[config.mk]
export PLATFORM = sky130hd
export DESIGN_NAME = sctv_cell
export DESIGN_NICKNAME = d
export VERILOG_FILES = /design/src/rtl/sctv_pkg.sv /design/src/rtl/sctv_cell.sv
export SDC_FILE = /design/constraint.sdc
export NUM_CORES = 1
export LEC_CHECK = 0
export BUFFER_PORTS_ARGS = -buffer_cell sky130_fd_sc_hd__buf_2
export CORE_MARGIN = 3
export CORE_UTILIZATION = 45
export DETAILED_ROUTE_END_ITERATION = 10
export GPL_TIMING_DRIVEN = 0
export PLACE_DENSITY = 0.81
export SYNTH_ARGS = -nofsm -noshare
export SYNTH_HDL_FRONTEND = slang
export SYNTH_SLANG_ARGS = --single-unit
[constraint.sdc]
create_clock -name clk -period 4.65 [get_ports clk]
set_input_delay 0.465 -clock clk [delete_from_list [all_inputs] [get_ports clk]]
set_output_delay 0.465 -clock clk [all_outputs]
set_load 0.03 [all_outputs]
[src/rtl/sctv_pkg.sv]
// shared constants, types and codes for the sorted coordinate table
package sctv_pkg;

    localparam int ENTRIES     = 256;
    localparam int INDEX_BITS  = 20;
    localparam int VALUE_BITS  = 32;
    localparam int KEY_BITS    = 2 * INDEX_BITS;
    localparam int LIMIT_BITS  = 21;
    localparam int COUNT_BITS  = $clog2(ENTRIES + 1);
    localparam int GROUP_SIZE  = 16;
    localparam int GROUPS      = (ENTRIES + GROUP_SIZE - 1) / GROUP_SIZE;
    localparam int OUT_BITS    = 32;

    localparam logic [1:0] KIND_READ  = 2'd0;
    localparam logic [1:0] KIND_WRITE = 2'd1;

    localparam logic [1:0] STATUS_OK    = 2'd0;
    localparam logic [1:0] STATUS_RANGE = 2'd1;
    localparam logic [1:0] STATUS_FULL  = 2'd2;

    localparam logic REG_ROW_LIMIT    = 1'b0;
    localparam logic REG_COLUMN_LIMIT = 1'b1;

    localparam logic [LIMIT_BITS-1:0] LIMIT_RESET = LIMIT_BITS'(1 << INDEX_BITS);

    typedef enum logic [1:0] {
        ST_IDLE,
        ST_CMP,
        ST_RED,
        ST_EXEC
    } state_t;

    typedef struct packed {
        logic                  cmp_en;
        logic                  ins;
        logic                  wr;
        logic [KEY_BITS-1:0]   probe;
        logic [VALUE_BITS-1:0] new_value;
    } cell_ctl_t;

endpackage

[src/rtl/sctv_cell.sv]
// one table cell: holds a key and value, compares, shifts right on insert and overwrites its value on a write hit
module sctv_cell (
    input  logic                           clk,
    input  sctv_pkg::cell_ctl_t            ctl,
    input  logic                           occupied,
    input  logic [sctv_pkg::KEY_BITS-1:0]   left_key,
    input  logic [sctv_pkg::VALUE_BITS-1:0] left_value,
    input  logic                           left_lt,
    output logic [sctv_pkg::KEY_BITS-1:0]   key,
    output logic [sctv_pkg::VALUE_BITS-1:0] value,
    output logic                           lt,
    output logic                           eq,
    output logic [sctv_pkg::VALUE_BITS-1:0] hit_value
);
    import sctv_pkg::*;

    logic [KEY_BITS-1:0]   key_reg;
    logic [VALUE_BITS-1:0] value_reg;
    logic                  lt_reg;
    logic                  eq_reg;

    always_ff @(posedge clk)
    begin
        if (ctl.cmp_en)
        begin
            lt_reg <= occupied && (key_reg < ctl.probe);
            eq_reg <= occupied && (key_reg == ctl.probe);
        end
        if (ctl.ins)
        begin
            if (!lt_reg && left_lt)
            begin
                key_reg   <= ctl.probe;
                value_reg <= ctl.new_value;
            end
            else if (!lt_reg)
            begin
                key_reg   <= left_key;
                value_reg <= left_value;
            end
        end
        else if (ctl.wr && eq_reg)
        begin
            value_reg <= ctl.new_value;
        end
    end

    assign key       = key_reg;
    assign value     = value_reg;
    assign lt        = lt_reg;
    assign eq        = eq_reg;
    assign hit_value = eq_reg ? value_reg : '0;

endmodule

==> out/qor.csv <==
stage,metric,value,unit
hold_path,min_from,ctl[74],
clocking,tritoncts.num_buffers,9,
finish,nNetsFinal,797,
global_routing,grt_pass1_vias,3877,
clocking,post_cts.resized_instances,0,
detailed_routing,drt-initial-drc-count,118,
place,hpwl,10.2,mm
timing,tmin_final,2.03,ns
synthesis,syn_nets,530,
clocking,clkLatencyLatePin,0.34,ns
worst_setup_path,worst-endpoint-required,4.72,ns
timing,final_report_max_slew_violation_count,0,
synthesis,synthesis.yosys.warnings,0,
clocking,tritoncts_num_sinks,74,
finish,largest_register_ff_count,40,
floorplan,dieArea,11200,um2
timing,report.final.hold_viol_count,0,
worst_setup_path,critical_path.startpoint,key[38]$_DFFE_PP_,
synthesis,synth.largest_area_cell,edfxtp_1,
synthesis,synth_area,4500,um2
finish,nFillCells,757,
clocking,cts.clk_slew.worst_paths,0.09,ns
detailed_routing,ant_nets,0,
clocking,cts_max_path_buffers,2,
clocking,ctsHtreeMaxLevel,3,
global_routing,overall_track_demand_over_capacity_in_global_routing,0.215,
synthesis,synth_area_per_cell,13.2,um2
detailed_routing,vias_per_cell,4.91,
place,placed_cells_incl_taps,725,
detailed_routing,via_count,3636,
synthesis,synthCells,340,
global_routing,grt.overflow.total,0,
finish,layout-drive-gt1-share,0.587,
synthesis,synth_area_leaders,"edfxtp_1 (49%), ha_1 (11%), mux2_2 (11%), mux2_4 (10%), and2_1 (4.6%)",
pwr,leakage,3.10,nW
place,final_wtd_congestion,0.867,
detailed_routing,drc_errors,0,
worst_setup_path,reg2reg_from,key[38]$_DFFE_PP_,
floorplan,die_x_extent,106,um
worst_setup_path,critPathLaunchType,flop,
synthesis,synthDominantCellAreaShare,0.494,
pwr,max-vdd-ir-drop,0.172,mV
worst_setup_path,critPathCaptureType,flop,
pwr,p_per_area,290,nW/um2
detailed_routing,detail_route.wl_per_cell,16.5,um
synthesis,synth_seq_cells,74,
global_routing,grt_first_pass_wirelength,19.0,mm
timing,rsz0062_at_grt,false,
detailed_routing,postRouteWirelength,12.2,mm
timing,final-setup-viol-count,0,
synthesis,sequential_fraction_of_the_synthesis_area,0.494,
floorplan,core,9460,um2
detailed_routing,drtPass1Iterations,4,
clocking,tritoncts_clock_tree,done,
synthesis,yosysUniqueCellTypes,30,
flow_run,max-cap-violations,0,
global_routing,antenna_violations_before_repair,0,
place,dpl_cell_area,5990,um2
worst_setup_path,crit_arrival,2.09,ns
timing,skew,0.0188,ns
timing,timing.slew.headroom,0.382,
timing,tightestPinTransition,0.925,ns
floorplan,floorplan.die.height,106,um
clocking,cts_root_buffer,clkbuf_8,
timing,max_clock_freq,494,MHz
finish,fin_cells,741,
status,status,"finished, final reports clean",
finish,syn_to_final_growth,37.2,%
timing,tns,0,ns
global_routing,grt_start_max_net_pins,33,
finish,cell_area_after_layout,6180,um2
floorplan,io-pin-count,256,
worst_setup_path,timing.critical_path.fanout_max,3,
place,portBuffers,255,
worst_setup_path,crit_type,reg2reg,
timing,finalCritPeriodShare,0.436,
clocking,post-cts-setup-buffers,0,
floorplan,core.rowCount,35,
clocking,post_cts_hold_buffer_count,0,
floorplan,floorplan.initialDensity,0.476,
finish,antenna_diodes,0,
hold_path,min_path_type,in2reg,
[worst paths after layout]
| check | endpoint | slack [ns] | cells after the start |
|---|---|---|---|
| setup reg to reg | lt$_DFFE_PP_ | 2.62 | 6 |
| hold reg to reg | key[5]$_DFFE_PP_ | 0.79 | 1 |
| hold / removal | lt$_DFFE_PP_ | 0.36 | 1 |
| setup / recovery | lt$_DFFE_PP_ | 2.62 | 6 |
[critical path: stages (launching register included)]
cell	delay, ns
edfxtp_1	0.43
ha_1	0.35
nand4_1	0.20
nor3_4	0.32
nand2_1	0.08
a31oi_1	0.27
nor4_2	0.10
[layout make-up]
cell class	count	area, um2	share of cell area
Buffer	12	73.8	0.0119
Clock buffer	9	124	0.0200
Clock inverter	7	68.8	0.0111
Inverter	41	154	0.0249
Multi-Input combinational cell	213	2070	0.335
Sequential cell	74	2220	0.360
Tap cell	129	161	0.0261
Timing Repair Buffer	256	1300	0.211
[cell families after synthesis]
logic type | after synthesis | synth area share
AO/OA/AOI/OAI | 29 | 0.0378
adder cells (fa/ha/maj) | 40 | 0.111
buffers and inverters | 53 | 0.0506
flip-flops | 74 | 0.494
multiplexers | 72 | 0.205
AND/OR/NAND/NOR | 72 | 0.102
[metal layers]
layer	track usage	vias up	share of wire
met2	0.388	150	0.52
met3	0.0498	30	0.066
met4	0.0823	0	0.026
met1	0.246	1688	0.38
met5	0	-	0
li1	-	1768	-
[Yosys cell counts, drive strengths merged]
cell,number
o21bai,1
nand3,4
a21o,3
a22oi,1
nor4,3
a31oi,1
and2,33
a221o,1
nand2,13
inv,41
clkbuf,4
nand2b,2
buf,8
nor3,1
and3,1
a21oi,16
nand4,8
a221oi,1
nand4b,1
ha,40
o211ai,1
nor2b,3
o21ai,4
mux2,72
edfxtp,74
nor2,3
[per-stage QoR]
| step | hold slack [ns] | power [mW] | setup slack (ns) | utilization |
|---|---|---|---|---|
| 6_report | 0.356 | 1.79 | 2.62 | 0.653 |
| 5_1_grt | 0.333 | 1.88 | 2.46 | 0.653 |
| 4_1_cts | 0.339 | 1.81 | 2.63 | 0.653 |
| 3_5_place_dp | 0.684 | 1.31 | 2.45 | 0.633 |
| 3_3_place_gp | 0.683 | 1.29 | -0.530 | 0.628 |
| 2_1_floorplan | 0.577 | 1.13 | 0.782 | - |
[where the power goes]
| part | leakage [nW] | switching [mW] | internal (mW) |
|---|---|---|---|
| clock network | 0.0970 | 0.255 | 0.247 |
| logic | 2.30 | 0.266 | 0.200 |
| registers | 0.704 | 0.0248 | 0.797 |
[placed cells by master, fill, tap and decap left out, types with 4 or more instances in the layout]
| master | netlist | routed |
|---|---|---|
| clkbuf_8 | 0 | 9 |
| o21ai_0 | 4 | 4 |
| buf_2 | 5 | 260 |
| mux2_4 | 30 | 30 |
| a21oi_1 | 16 | 16 |
| mux2_2 | 42 | 42 |
| edfxtp_1 | 74 | 74 |
| nand4_1 | 6 | 6 |
| ha_1 | 40 | 40 |
| nand2_1 | 13 | 13 |
| and2_1 | 33 | 33 |
| nand3_1 | 4 | 4 |
| clkbuf_1 | 4 | 4 |
| inv_1 | 41 | 41 |
Power figures use the tool's default switching activity.
